`src/rtl/fdl_pkg.sv`:
```
// shared types and constants for the directory entry name lookup
package fdl_pkg;

    localparam int unsigned ENTRY_OFF_W = 5;
    localparam int unsigned CFG_IDX_W   = 1;
    localparam int unsigned CFG_DATA_W  = 64;

    localparam logic [7:0] DELETED_MARK  = 8'hE5;
    localparam logic [3:0] LFN_ATTR_MASK = 4'hF;

    localparam logic [ENTRY_OFF_W-1:0] OFF_FIRST    = 5'd0;
    localparam logic [ENTRY_OFF_W-1:0] OFF_NAME_END = 5'd11;
    localparam logic [ENTRY_OFF_W-1:0] OFF_ATTR     = 5'd11;
    localparam logic [ENTRY_OFF_W-1:0] OFF_CLUS_HI0 = 5'd20;
    localparam logic [ENTRY_OFF_W-1:0] OFF_CLUS_HI1 = 5'd21;
    localparam logic [ENTRY_OFF_W-1:0] OFF_CLUS_LO0 = 5'd26;
    localparam logic [ENTRY_OFF_W-1:0] OFF_CLUS_LO1 = 5'd27;
    localparam logic [ENTRY_OFF_W-1:0] OFF_SIZE0    = 5'd28;
    localparam logic [ENTRY_OFF_W-1:0] OFF_LAST     = 5'd31;

    typedef enum logic [CFG_IDX_W-1:0] {
        CFG_NAME_LOW  = 1'b0,
        CFG_NAME_HIGH = 1'b1
    } cfg_reg_t;

    typedef struct packed {
        logic differs;
        logic settled;
    } cmp_flags_t;

    typedef struct packed {
        logic        found;
        logic [7:0]  attributes;
        logic [31:0] start_cluster;
        logic [31:0] file_size;
    } result_t;

endpackage

```
`src/rtl/fat_dir_entry_name_lookup_core.sv`:
```
// top level of the directory entry name lookup
//
// Directory bytes arrive on the input channel (in_valid / in_stall), one byte
// per transfer, with start_scan marking the first byte of a scan and last_byte
// the final byte of the directory. Each byte is consumed in the cycle it is
// transferred: the entry offset, compare flags and captured fields update at
// that edge, and any result is registered for the output channel (out_valid /
// out_stall) in the same edge. Throughput is one byte per cycle while in_stall
// is low; the only loop is the per-byte state update. The requested name is
// written on the configuration channel (cfg_valid / cfg_ready, always ready);
// the user must write it only while no scan is running; it is not enforced.
// Index 0 takes name bytes 0 to 7, index 1 bytes 8 to 10 from cfg_data[23:0].
// A result waiting under out_stall does not block input: a second result goes
// to a one-entry skid register, and in_stall rises only while that is full.
// After reset the block is idle and ignores bytes until one with start_scan;
// the name registers clear to zero.
module fat_dir_entry_name_lookup_core
(
    input  logic                           clk,
    input  logic                           rst_n,

    input  logic                           in_valid,
    output logic                           in_stall,
    input  logic [7:0]                     entry_byte,
    input  logic                           start_scan,
    input  logic                           last_byte,

    output logic                           out_valid,
    input  logic                           out_stall,
    output logic                           found,
    output logic [7:0]                     attributes,
    output logic [31:0]                    start_cluster,
    output logic [31:0]                    file_size,

    input  logic                           cfg_valid,
    output logic                           cfg_ready,
    input  logic [fdl_pkg::CFG_IDX_W-1:0]  cfg_index,
    input  logic [fdl_pkg::CFG_DATA_W-1:0] cfg_data
);
    import fdl_pkg::*;

    // configuration
    logic [63:0] name_low_reg;
    logic [23:0] name_high_reg;

    // scan control state
    logic [ENTRY_OFF_W-1:0] offset_reg, offset_next;
    cmp_flags_t             flags_reg, flags_next;
    logic                   skipped_reg, skipped_next;
    logic                   finished_reg, finished_next;

    // captured entry fields
    logic [7:0]  attr_reg, attr_next;
    logic [15:0] clus_hi_reg, clus_hi_next;
    logic [15:0] clus_lo_reg, clus_lo_next;
    logic [31:0] size_reg, size_next;

    // output side
    logic    out_valid_reg, out_valid_next;
    result_t out_reg, out_next;
    logic    skid_valid_reg, skid_valid_next;
    result_t skid_reg, skid_next;

    logic                   accept;
    logic                   active;
    logic [ENTRY_OFF_W-1:0] off_cur;
    cmp_flags_t             flags_cur;
    cmp_flags_t             flags_new;
    logic                   skipped_cur;
    logic                   res_valid;
    result_t                res;

    assign accept    = in_valid && !in_stall;
    assign in_stall  = skid_valid_reg;
    assign cfg_ready = 1'b1;

    // a start byte clears the entry state before it is processed
    assign active      = start_scan || !finished_reg;
    assign off_cur     = start_scan ? OFF_FIRST : offset_reg;
    assign flags_cur   = start_scan ? cmp_flags_t'('0) : flags_reg;
    assign skipped_cur = start_scan ? 1'b0 : skipped_reg;

    fdl_name_cmp u_name_cmp
    (
        .offset     (off_cur),
        .entry_byte (entry_byte),
        .name_low   (name_low_reg),
        .name_high  (name_high_reg),
        .flags_cur  (flags_cur),
        .flags_new  (flags_new)
    );

    always_comb
    begin
        offset_next   = offset_reg;
        flags_next    = flags_reg;
        skipped_next  = skipped_reg;
        finished_next = finished_reg;
        attr_next     = attr_reg;
        clus_hi_next  = clus_hi_reg;
        clus_lo_next  = clus_lo_reg;
        size_next     = size_reg;
        res_valid     = 1'b0;
        res           = '0;

        if (accept && active)
        begin
            offset_next   = off_cur;
            flags_next    = flags_cur;
            skipped_next  = skipped_cur;
            finished_next = 1'b0;

            if ((off_cur == OFF_FIRST) && (entry_byte == 8'h00))
            begin
                // end marker
                res_valid     = 1'b1;
                finished_next = 1'b1;
            end
            else
            begin
                flags_next = flags_new;
                if ((off_cur == OFF_FIRST) && (entry_byte == DELETED_MARK))
                begin
                    skipped_next = 1'b1;
                end
                if (off_cur == OFF_ATTR)
                begin
                    attr_next = entry_byte;
                    if ((entry_byte[3:0] & LFN_ATTR_MASK) == LFN_ATTR_MASK)
                    begin
                        skipped_next = 1'b1;
                    end
                end
                if (off_cur == OFF_CLUS_HI0)
                begin
                    clus_hi_next[7:0] = entry_byte;
                end
                if (off_cur == OFF_CLUS_HI1)
                begin
                    clus_hi_next[15:8] = entry_byte;
                end
                if (off_cur == OFF_CLUS_LO0)
                begin
                    clus_lo_next[7:0] = entry_byte;
                end
                if (off_cur == OFF_CLUS_LO1)
                begin
                    clus_lo_next[15:8] = entry_byte;
                end
                if (off_cur >= OFF_SIZE0)
                begin
                    size_next[{off_cur[1:0], 3'b000} +: 8] = entry_byte;
                end

                offset_next = off_cur + 1'b1;

                if ((off_cur == OFF_LAST) && !skipped_next && !flags_next.differs)
                begin
                    res_valid           = 1'b1;
                    res.found           = 1'b1;
                    res.attributes      = attr_next;
                    res.start_cluster   = {clus_hi_next, clus_lo_next};
                    res.file_size       = size_next;
                    finished_next       = 1'b1;
                end
                else
                begin
                    if (off_cur == OFF_LAST)
                    begin
                        flags_next   = '0;
                        skipped_next = 1'b0;
                    end
                    if (last_byte)
                    begin
                        res_valid     = 1'b1;
                        finished_next = 1'b1;
                    end
                end
            end
        end
    end

    // output register with one skid entry behind it
    always_comb
    begin
        out_valid_next  = out_valid_reg;
        out_next        = out_reg;
        skid_valid_next = skid_valid_reg;
        skid_next       = skid_reg;

        if (!out_valid_reg || !out_stall)
        begin
            if (skid_valid_reg)
            begin
                out_valid_next  = 1'b1;
                out_next        = skid_reg;
                skid_valid_next = 1'b0;
            end
            else
            begin
                out_valid_next = res_valid;
                out_next       = res;
            end
        end
        else if (res_valid)
        begin
            skid_valid_next = 1'b1;
            skid_next       = res;
        end
    end

    always_ff @(posedge clk or negedge rst_n)
    begin
        if (!rst_n)
        begin
            name_low_reg   <= '0;
            name_high_reg  <= '0;
            offset_reg     <= '0;
            flags_reg      <= '0;
            skipped_reg    <= 1'b0;
            finished_reg   <= 1'b1;
            out_valid_reg  <= 1'b0;
            skid_valid_reg <= 1'b0;
        end
        else
        begin
            if (cfg_valid && cfg_ready)
            begin
                unique case (cfg_reg_t'(cfg_index))
                    CFG_NAME_LOW:  name_low_reg  <= cfg_data[63:0];
                    CFG_NAME_HIGH: name_high_reg <= cfg_data[23:0];
                    default:       name_low_reg  <= name_low_reg;
                endcase
            end
            offset_reg     <= offset_next;
            flags_reg      <= flags_next;
            skipped_reg    <= skipped_next;
            finished_reg   <= finished_next;
            out_valid_reg  <= out_valid_next;
            skid_valid_reg <= skid_valid_next;
        end
    end

    // payload registers, every field is rewritten before it is reported
    always_ff @(posedge clk)
    begin
        attr_reg    <= attr_next;
        clus_hi_reg <= clus_hi_next;
        clus_lo_reg <= clus_lo_next;
        size_reg    <= size_next;
        out_reg     <= out_next;
        skid_reg    <= skid_next;
    end

    assign out_valid     = out_valid_reg;
    assign found         = out_reg.found;
    assign attributes    = out_reg.attributes;
    assign start_cluster = out_reg.start_cluster;
    assign file_size     = out_reg.file_size;

endmodule

```
`src/rtl/fdl_name_cmp.sv`:
```
// per-byte name comparison with strncmp stop on an equal zero byte
module fdl_name_cmp
(
    input  logic [fdl_pkg::ENTRY_OFF_W-1:0] offset,
    input  logic [7:0]                      entry_byte,
    input  logic [63:0]                     name_low,
    input  logic [23:0]                     name_high,
    input  fdl_pkg::cmp_flags_t             flags_cur,
    output fdl_pkg::cmp_flags_t             flags_new
);
    import fdl_pkg::*;

    logic [7:0] req_byte;

    always_comb
    begin
        if (offset[4:3] == 2'b00)
        begin
            req_byte = name_low[{offset[2:0], 3'b000} +: 8];
        end
        else
        begin
            unique case (offset[1:0])
                2'd0:    req_byte = name_high[7:0];
                2'd1:    req_byte = name_high[15:8];
                2'd2:    req_byte = name_high[23:16];
                default: req_byte = 8'h00;
            endcase
        end
    end

    always_comb
    begin
        flags_new = flags_cur;
        if ((offset < OFF_NAME_END) && !flags_cur.differs && !flags_cur.settled)
        begin
            if (entry_byte != req_byte)
            begin
                flags_new.differs = 1'b1;
            end
            else if (entry_byte == 8'h00)
            begin
                flags_new.settled = 1'b1;
            end
        end
    end

endmodule

```
`config.mk`:
```
export PLATFORM = sky130hd
export DESIGN_NAME = fat_dir_entry_name_lookup_core
export DESIGN_NICKNAME = d
export VERILOG_FILES = /design/src/rtl/fdl_pkg.sv /design/src/rtl/fat_dir_entry_name_lookup_core.sv /design/src/rtl/fdl_name_cmp.sv
export SDC_FILE = /design/constraint.sdc
export NUM_CORES = 1
export LEC_CHECK = 0
export BUFFER_PORTS_ARGS = -buffer_cell sky130_fd_sc_hd__buf_2
export CAP_MARGIN = 20
export CORE_ASPECT_RATIO = 0.5
export CORE_MARGIN = 2
export CORE_UTILIZATION = 25
export CTS_BUF_LIST = sky130_fd_sc_hd__clkbuf_8
export DETAILED_ROUTE_END_ITERATION = 10
export MAX_ROUTING_LAYER = met4
export PLACE_DENSITY = 0.43
export SLEW_MARGIN = 20
export SYNTH_ARGS = -nofsm -noshare
export SYNTH_HDL_FRONTEND = slang
export SYNTH_SLANG_ARGS = --single-unit
```
`constraint.sdc`:
```
create_clock -name clk -period 9.05 [get_ports clk]
set_input_delay 0.905 -clock clk [delete_from_list [all_inputs] [get_ports clk]]
set_output_delay 0.905 -clock clk [all_outputs]
set_load 0.01 [all_outputs]
```
==> results of run 1 <==
routing by layer:
layer	part of all wire [%]	wire, um
met4	1.9	705
met1	44	15830
met3	3.4	1250
met2	51	18580
met5	0	0
per-stage QoR:
step | utilization [%] | power [uW]
finish | 30.12 | 3553
global route | 30.12 | 3743
CTS | 30.09 | 3618
detailed placement | 28.27 | 2392
global placement | 28.25 | 2378
floorplan | - | 2182
worst paths after layout:
check / startpoint / depth (start not counted) / end
min: rst_n / 1 / name_low_reg[57]$_DFFE_PN0P_
max reg2reg: offset_reg[1]$_DFFE_PN0P_ / 10 / file_size[10]$_DFFE_PN_
max: offset_reg[1]$_DFFE_PN0P_ / 10 / file_size[10]$_DFFE_PN_
min reg2reg: name_low_reg[53]$_DFFE_PN0P_ / 1 / name_low_reg[53]$_DFFE_PN0P_
min in group clk: name_low_reg[53]$_DFFE_PN0P_ / 1 / name_low_reg[53]$_DFFE_PN0P_
max in group asynchronous: rst_n / 2 / offset_reg[1]$_DFFE_PN0P_
worst reg2reg max path: stages (launching register included):
cell	delay, ns
dfrtp_2	0.63
buf_4	0.48
mux2_2	0.42
a221oi_1	0.47
o311ai_1	0.18
nor3_1	0.15
nand4_1	0.13
o41ai_2	0.72
nand3_4	0.70
buf_4	0.69
o21ai_0	0.31
final cells by class:
| type | instances | area, um2 |
|---|---|---|
| clock inverter | 35 | 186.4 |
| inverter | 81 | 305.3 |
| timing repair buffer | 163 | 848.3 |
| tap | 744 | 930.9 |
| clock buffer | 58 | 798.3 |
| sequential | 317 | 9027 |
| multi-input combinational | 605 | 4207 |
| fill | 5534 | 37820 |
power by group through the flow:
stage	combinational (uW)	clock, uW	sequential [uW]
finish	574	1200	1780
global route	631	1320	1790
CTS	586	1250	1780
detailed placement	584	0	1810
global placement	576	0	1800
floorplan	404	0	1780
cell usage after synthesis, drive strengths merged (3+ instances only):
master  instances  share of area, %
a21oi          25              0.91
a221oi          6              0.38
buf            28               1.4
clkbuf         35              0.95
dfrtp          98                18
edfxtp        218                47
inv            79               2.1
mux2          102               8.3
mux2i          67               4.9
nand2          98               2.7
nand2b          7              0.32
nand3           8              0.29
nand4           4              0.18
nor2          108               3.3
nor2b           8              0.36
nor3            7              0.29
nor3b           5              0.27
o21ai          88               3.2
o221ai          5              0.32
o22a            3              0.19
o22ai           4              0.18
o311ai          3              0.19
o31ai           4              0.22
o32a            3              0.22
xnor2           3              0.19
cells by family (layout without fill, tap and decap cells):
logic type | count (synthesis) | after routing | share of synthesized area, %
buffers and inverters | 144 | 337 | 4.531
other | 1 | 1 | 0.02716
and+or+nand+nor | 260 | 260 | 8.664
muxes | 171 | 171 | 13.50
AOI/OAI and AO/OA | 169 | 169 | 7.630
DFF | 317 | 317 | 65.36
xor gates and xnor gates | 3 | 3 | 0.1903
adders and majority gates | 1 | 1 | 0.09061
cells in the final DEF, fill, tap and decap left out, types with 3 or more instances in the layout:
| cell | n |
|---|---|
| a21oi_1 | 25 |
| a221oi_1 | 6 |
| buf_2 | 153 |
| buf_4 | 8 |
| clkbuf_8 | 58 |
| clkinv_1 | 10 |
| clkinv_2 | 4 |
| dfrtp_1 | 96 |
| edfxtp_1 | 218 |
| inv_1 | 99 |
| mux2_2 | 102 |
| mux2i_1 | 67 |
| nand2_1 | 96 |
| nand2b_1 | 7 |
| nand3_1 | 7 |
| nand4_1 | 4 |
| nor2_1 | 100 |
| nor2_4 | 7 |
| nor2b_1 | 7 |
| nor3_1 | 6 |
| nor3b_1 | 4 |
| o21ai_0 | 87 |
| o221ai_1 | 5 |
| o22a_1 | 3 |
| o22ai_1 | 4 |
| o311ai_1 | 3 |
| o31ai_1 | 4 |
| o32a_1 | 3 |
| xnor2_1 | 3 |
==> reports/qor.csv, run 1 <==
metric,value,unit
register-to-register setup slack,4.04,ns
Ant. Diodes,0,
sw power,1010,uW
combined buffer and inverter count along the critical path,2,
Tot GR Track Use,12.96,%
final wirelength,36370,um
Top Usage Layer GRT,met2,
CTS tree,done,
status,completed,
CP Class,flop to flop,
Setup Buffers After CTS,0,
Port Buf Inserts,154,
crit path cell chain,buf_4 -> mux2_2 -> a221oi_1 -> o311ai_1 -> nor3_1 -> nand4_1 -> o41ai_2 -> nand3_4 -> buf_4 -> o21ai_0,
Final GP Congestion,0.8390,
cell family with most CP delay,compound AO/OA/AOI/OAI gates,
cell row count,60,
M3 GR Usage,2.473,%
post-CTS sizing,0,
area of the die,0.05724,mm2
Die H,170.2,um
Finished Layout Cells,2003,
first-pass GRT wire length,55170,um
DRC Markers,0,
CTS buffer count,54,
largest net degree at the start of global routing,79,
worst rel slew slack,31.14,%
area of the mapped netlist,0.01381,mm2
H-Tree Depth,2,
Pleak,0.006677,uW
slew of the pin with the lowest slew margin,1.029,ns
clock-pin slew on the worst setup and hold paths,0.06,ns
# hold bufs at CTS,0,
Hold/Removal Path Class,input port to async pin,
Worst path max stage delay,0.72,ns
Max Buffers Root-to-Sink,3,
die width,336.4,um
"most used cell, CP",buf_4,
gr ovfl total,0,
DP Cell Count,1910,
Main synth FF type,edfxtp_1,
ANT nets after route,0,
"EDFF count, synth",218,
"Net count, final",1303,
syn_area_per_cell,12.95,um2
drt first-iter violations,496,
via/cell ratio,4.340,
Combinational Power Share,16.2,%
setup violators final,0,
max-slew violation count,0,
DR vias,8693,
DRT Pass-1 Iters,4,
Crit path required time,9.51,ns
setup TNS,0,ns
Cells after Synth,1066,
Clock power frac,33.9,%
vias in the first global route,9166,
register area share after synthesis,65.36,%
hold_ws,0.3257,ns
"Distinct cells, synth",69,
ys async rst share,31.23,%
synth warn,0,
final hold vios,0,
Crit Path Max Fanout,76,
Layout Area Growth over Synthesis,18.08,%
root buf cell,clkbuf_8,
number of flip-flops in the largest register,73,
met1 Use GR,15.60,%
GR Util met2,22.24,%
placed cell area,0.01530,mm2
minimum clock period,5.009,ns
boundary pin count,156,
antenna violations before repair,0,
final HPWL from detailed placement,22710,um
final setup margin,4.041,ns
CP Data Arrival Time,5.47,ns
Worst-Skew Late Latency,0.63,ns
power per standard cell area,217.9,mW/mm2
Tcrit/Tclk final,55.35,%
layout cells sized above 1,28.28,%
crit end category,flop,
"Net Count, Synth",1147,
core area,0.05413,mm2
CP max-delay cell,o41ai_2,
RSZ-0062 raised after global routing,no,
pre-CTS setup slack,3.846,ns
Peak Freq,199.7,MHz
Initial Util,25.51,%
fin area,0.01630,mm2
Max Cap Viol,0,
share of power burned in registers,50.0,%
Int Pwr,2543,uW
Layout Skew,0.03953,ns
Worst VDD drop,0.09498,mV
Sw Ratio,28.42,%
"FF+latch count, synth",317,
CTS sink count,317,
Routed WL per cell,18.16,um
Worst Setup Start Kind,flop,
Power figures use the tool's default switching activity.
==> run 2: changes to the inputs <==
- ABC_AREA: unset -> 1
- clock period: 9.05 -> 5.2 ns (I/O delays scaled with it)
==> reports/qor.csv, run 2 <==
metric,value,unit,change
clock-pin slew on the worst setup and hold paths,0.06,ns,about the same
vias in the first global route,9424,,+2.8%
most frequent cells in the layout,"352 x nand2_1, 245 x inv_1, 218 x edfxtp_1",,
DP Cell Count,2270,,+19%
final hold vios,0,,unchanged
core area,0.05420,mm2,+0.14%
Worst-Skew Late Latency,0.63,ns,about the same
Clock power frac,36.0,%,+2.1 points
die width,336.8,um,+0.13%
slew of the pin with the lowest slew margin,1.053,ns,+0.02384 ns
layout cells sized above 1,17.04,%,-11 points
max-slew violation count,0,,unchanged
Max Buffers Root-to-Sink,3,,unchanged
final HPWL from detailed placement,23810,um,+4.8%
Pleak,0.007646,uW,+14%
cell row count,60,,unchanged
Layout Area Growth over Synthesis,18.48,%,
"most used cell, CP",o21ai_0,,
number of flip-flops in the largest register,73,,unchanged
Worst VDD drop,0.1686,mV,+78%
worst rel slew slack,29.80,%,-1.3 points
DR vias,9691,,+11%
Finished Layout Cells,2364,,+18%
H-Tree Depth,2,,unchanged
Tot GR Track Use,13.37,%,+0.41 points
antenna violations before repair,2,,+2
Peak Freq,251.0,MHz,+26%
fin area,0.01640,mm2,+0.61%
critical path endpoint,file_size[9]$_DFFE_PN_,,
"Net Count, Synth",1509,,+32%
boundary pin count,156,,unchanged
status,completed,,
minimum clock period,3.985,ns,-1.024 ns
Pwr Total,5985,uW,+68%
post-synth top area share,47.28,%,-0.13 points
Main synth FF type,edfxtp_1,,
"FF+latch count, synth",317,,unchanged
final wirelength,37520,um,+3.2%
Ant. Diodes,0,,unchanged
post-CTS sizing,0,,unchanged
Final GP Congestion,0.8142,,-3.0%
Crit Path Max Fanout,45,,-41%
Crit path required time,5.56,ns,-3.95 ns
via/cell ratio,4.099,,-5.5%
CTS sink count,317,,unchanged
synth warn,0,,unchanged
Max Cap Viol,0,,unchanged
CTS tree,done,,
setup violators final,0,,unchanged
Port Buf Inserts,154,,unchanged
CP Class,flop to flop,,
ys async rst share,31.23,%,unchanged
largest net degree at the start of global routing,83,,+5.1%
"commonest non-fill, non-tap cell in the layout",nand2_1,,
gr ovfl total,0,,unchanged
Critical path origin,offset_reg[0]$_DFFE_PN0P_,,
"Distinct cells, synth",36,,-48%
top-count cell post-synth,nand2_1,,
Worst path max stage delay,0.63,ns,-0.09 ns
root buf cell,clkbuf_8,,
ANT nets after route,0,,unchanged
CTS buffer count,52,,-3.7%
register area share after synthesis,65.19,%,-0.18 points
crit end category,flop,,
Initial Util,25.54,%,+0.034 points
Die H,170.4,um,+0.13%
"EDFF count, synth",218,,unchanged
CP max-delay cell,nor3_2,,
CP Data Arrival Time,4.34,ns,-1.13 ns
Hold/Removal Path Class,input port to flop,,
first-pass GRT wire length,56800,um,+3.0%
RSZ-0062 raised after global routing,no,,
Combinational Power Share,12.9,%,-3.3 points
main area contributors after synthesis,"edfxtp_1 47%, dfrtp_1 18%, nand2_1 9.6%",,
cell taking the most area after synthesis,edfxtp_1,,
area of the mapped netlist,0.01384,mm2,+0.27%
syn_area_per_cell,9.695,um2,-25%
Int Pwr,4306,uW,+69%
"Net count, final",1662,,+28%
share of power burned in registers,51.0,%,+1.0 points
crit path cell chain,inv_2 -> nor2_4 -> nand2_1 -> nor3_2 -> inv_1 -> o21ai_0 -> nor2_1 -> nand3_4 -> buf_4 -> o21ai_0,,
R2R cell count,10,,unchanged
DRT Pass-1 Iters,5,,+1
placed cell area,0.01538,mm2,+0.54%
top cells by instance count after synthesis,"355 x nand2_1, 223 x inv_1, 218 x edfxtp_1",,
Routed WL per cell,15.87,um,-13%
r2r endpoint,file_size[9]$_DFFE_PN_,,
worst r2r src,offset_reg[0]$_DFFE_PN0P_,,
drt first-iter violations,603,,+22%
sw power,1679,uW,+66%
DRC Markers,0,,unchanged
setup TNS,0,ns,unchanged
Worst Setup Start Kind,flop,,
Layout Skew,0.06130,ns,+0.02177 ns
register-to-register setup slack,1.22,ns,-2.83 ns
Cells after Synth,1428,,+34%
Sw Ratio,28.05,%,-0.37 points
area of the die,0.05739,mm2,+0.27%
Tcrit/Tclk final,76.63,%,+21 points
power per standard cell area,364.9,mW/mm2,+67%
-- run 2: cell count changes after synthesis, sizes merged, moves of 22 or more --
| cell | delta |
|---|---|
| nand2 | +260 |
| nand3 | +36 |
| mux2i | -67 |
| inv | +150 |
| nor2 | +22 |
| o21ai | +117 |
| mux2 | -84 |
-- run 2: worst min path at each step --
stage	from	end	depth (start not counted)
4_1_cts	cfg_data[61]	name_low_reg[61]$_DFFE_PN0P_	2
6_report	cfg_data[49]	name_low_reg[49]$_DFFE_PN0P_	2
3_5_place_dp	finished_reg$_DFFE_PN1P_	finished_reg$_DFFE_PN1P_	2
5_1_grt	cfg_data[61]	name_low_reg[61]$_DFFE_PN0P_	2
3_3_place_gp	finished_reg$_DFFE_PN1P_	finished_reg$_DFFE_PN1P_	2
2_1_floorplan	rst_n	flags_reg[0]$_DFFE_PN0P_	0
-- run 2: layout make-up --
cell class	instances	area, um2
sequential	317	9026
fill	5740	37800
timing repair buffer	166	882.1
tap	744	930.9
inverter	229	859.6
clock inverter	33	178.9
clock buffer	60	825.8
multi-input combinational	815	3700
-- run 2: cell families after synthesis --
group / count (synthesis) / share of synthesized area (%)
flip-flops: 317 / 65.19
AO/OA/AOI/OAI: 239 / 8.785
adder cells (fa/ha/maj): 1 / 0.09036
buffers and inverters: 296 / 8.324
AND/OR/NAND/NOR: 556 / 16.12
other: 1 / 0.02709
multiplexers: 18 / 1.464
-- run 2: stage by stage --
step           hold slack (ns)  setup WS [ns]  util [%]
2_1_floorplan           0.2244          1.179         -
6_report                0.1408          1.215     30.26
3_5_place_dp            0.4645          1.056     28.38
5_1_grt                 0.1094         0.7514     30.26
4_1_cts                 0.1017          1.203     30.26
3_3_place_gp            0.4668          1.025     28.38
-- run 2: metal layers --
| metal | up-vias | wire, um | global-route usage, % |
|---|---|---|---|
| met3 | 53 | 1494 | 2.427 |
| li1 | 4924 | - | - |
| met1 | 4561 | 17650 | 17.52 |
| met2 | 153 | 17760 | 21.55 |
| met4 | 0 | 616 | 3.106 |
| met5 | - | 0 | - |
-- run 2: repair_timing --
item | in CTS | in global routing
hold buffers | 1 | 0
buffers inserted | 0 | 0
setup endpoints to repair | 0 | 0
endpoints found under the hold margin | 19 | 0
-- run 2: power by group through the flow --
stage                     registers, uW  clock network [uW]  logic, uW
after floorplan                    3110                   0        460
after global placement             3110                   0        787
after detailed placement           3110                   0        789
after CTS                          3060                2240        792
after global routing               3080                2360        880
final                              3050                2160        775
-- run 2: worst max-delay path, delay by kind of cell, from the launching register on --
family / cells / cell delay [ns]
and+or+nand+nor: 5 / 1.93
DFF: 1 / 0.49
buffers and inverters: 3 / 0.85
AOI/OAI and AO/OA: 2 / 0.42
==> run 3: changes to the inputs <==
- clock period: 5.2 -> 3.7 ns (I/O delays scaled with it)
==> reports/qor.csv, run 3 (synthesis gave the netlist of run 2 again) <==
metric,value,unit,change
setup TNS,0,ns,unchanged
Crit path required time,3.96,ns,-1.60 ns
placed cell area,0.01551,mm2,+0.79%
Layout Skew,0.06629,ns,+0.004990 ns
Tcrit/Tclk final,86.51,%,+9.9 points
CTS sink count,317,,unchanged
Worst VDD drop,0.2186,mV,+30%
H-Tree Depth,2,,unchanged
clock-pin slew on the worst setup and hold paths,0.06,ns,about the same
max-slew violation count,0,,unchanged
FF/Latch Area,0.009026,mm2,unchanged
# hold bufs at CTS,33,,+32
Worst Setup Start Kind,flop,,
DR vias,9896,,+2.1%
Routed WL per cell,15.87,um,about the same
Die H,170.4,um,unchanged
Hold/Removal Path Class,input port to flop,,
slew of the pin with the lowest slew margin,0.9491,ns,-0.1039 ns
Peak Freq,312.4,MHz,+24%
CP Data Arrival Time,3.47,ns,-0.87 ns
ANT nets after route,0,,unchanged
cell row count,60,,unchanged
hold_ws,0.03840,ns,-0.1024 ns
CP Class,flop to flop,,
root buf cell,clkbuf_8,,
boundary pin count,156,,unchanged
Ant. Diodes,0,,unchanged
core area,0.05420,mm2,unchanged
Max Cap Viol,0,,unchanged
RSZ-0062 raised after global routing,no,,
Pleak,0.007820,uW,+2.3%
crit end category,flop,,
area of the die,0.05739,mm2,unchanged
post-CTS sizing,0,,unchanged
worst rel slew slack,36.73,%,+6.9 points
"Net count, final",1702,,+2.4%
Post-Route Utilization,30.94,%,+0.68 points
Setup Buffers After CTS,0,,unchanged
CTS buffer count,51,,-1.9%
multi-input logic area,0.003700,mm2,unchanged
fin area,0.01677,mm2,+2.3%
Crit Path Max Fanout,35,,-22%
Initial Util,25.54,%,unchanged
power per standard cell area,493.5,mW/mm2,+35%
DRC Markers,0,,unchanged
fillers,5791,,+0.89%
CTS tree,done,,
final wirelength,38080,um,+1.5%
largest net degree at the start of global routing,76,,-8.4%
minimum clock period,3.201,ns,-0.7841 ns
DRT Pass-1 Iters,5,,unchanged
most frequent cells in the layout,"352 x nand2_1, 247 x inv_1, 218 x edfxtp_1",,
Port Buf Inserts,154,,unchanged
drt first-iter violations,710,,+18%
first-pass GRT wire length,58330,um,+2.7%
final HPWL from detailed placement,24510,um,+2.9%
via/cell ratio,4.123,,+0.58%
final hold vios,0,,unchanged
vias in the first global route,10140,,+7.6%
Final GP Congestion,0.8477,,+4.1%
die width,336.8,um,unchanged
"commonest non-fill, non-tap cell in the layout",nand2_1,,
antenna violations before repair,3,,+1
setup violators final,0,,unchanged
status,completed,,
layout cells sized above 1,16.97,%,-0.068 points
Max Buffers Root-to-Sink,3,,unchanged
Tot GR Track Use,13.69,%,+0.32 points
gr ovfl total,0,,unchanged
number of flip-flops in the largest register,73,,unchanged
Layout Area Growth over Synthesis,21.15,%,
Worst-Skew Late Latency,0.63,ns,about the same
==> run 3: final timing paths <==
kind	start	endpoint	slack (ns)	cells after the start
max	offset_reg[0]$_DFFE_PN0P_	skid_reg[15]$_DFFE_PP_	0.50	16
min	cfg_data[54]	name_low_reg[54]$_DFFE_PN0P_	0.04	3
min reg2reg	skid_reg[72]$_DFFE_PP_	found$_DFFE_PN_	0.47	2
min in group asynchronous	rst_n	name_low_reg[45]$_DFFE_PN0P_	0.45	2
max in group asynchronous	rst_n	skipped_reg$_DFFE_PN0P_	2.42	3
max reg2reg	offset_reg[0]$_DFFE_PN0P_	skid_reg[15]$_DFFE_PP_	0.50	16
==> run 3: routing by layer <==
metal | part of all wire, % | vias to the layer above | global-route usage, %
met1 | 45 | 4651 | 17.17
met5 | 0 | - | -
met4 | 2.2 | 0 | 3.785
li1 | - | 4988 | -
met2 | 48 | 182 | 22.69
met3 | 4.3 | 75 | 2.552
==> run 3: power by group <==
group | total [uW] | internal, uW | switching (uW)
logic | 1120 | 378 | 742
clock network | 2870 | 1440 | 1430
registers | 4280 | 4150 | 130
total | 8280 | 5970 | 2300
==> run 3: cell type report <==
type                       count  area share [%]
timing repair buffer         207           7.848
sequential                   317           53.82
inverter                     229           5.147
clock inverter                33           1.067
clock buffer                  55           4.513
tap                          744           5.550
multi-input combinational    815           22.06
==> run 3: worst max-delay path, cell delays in order (launching register included) <==
cell        delay [ns]
dfrtp_1           0.48
nand2_4           0.33
nand2_1           0.24
inv_2             0.24
nand2_1           0.08
nand4_1           0.10
nand2_1           0.06
a21oi_1           0.12
nand2_1           0.08
nor2_1            0.11
nand3_1           0.14
nand2_1           0.19
nand2_1           0.10
nand2_1           0.09
nand3_1           0.13
clkinvlp_4        0.19
buf_4             0.23
==> run 3: stage by stage <==
| stage | std cells | worst slack [ns] | total power [uW] |
|---|---|---|---|
| 5_1_grt | 2400 | 0.1853 | 8749 |
| 3_5_place_dp | 2279 | 0.3224 | 5473 |
| 4_1_cts | 2400 | 0.5149 | 8426 |
| 6_report | 2400 | 0.4993 | 8277 |
| 2_1_floorplan | 1428 | 0.3621 | 5016 |
| 3_3_place_gp | 2279 | 0.4147 | 5459 |
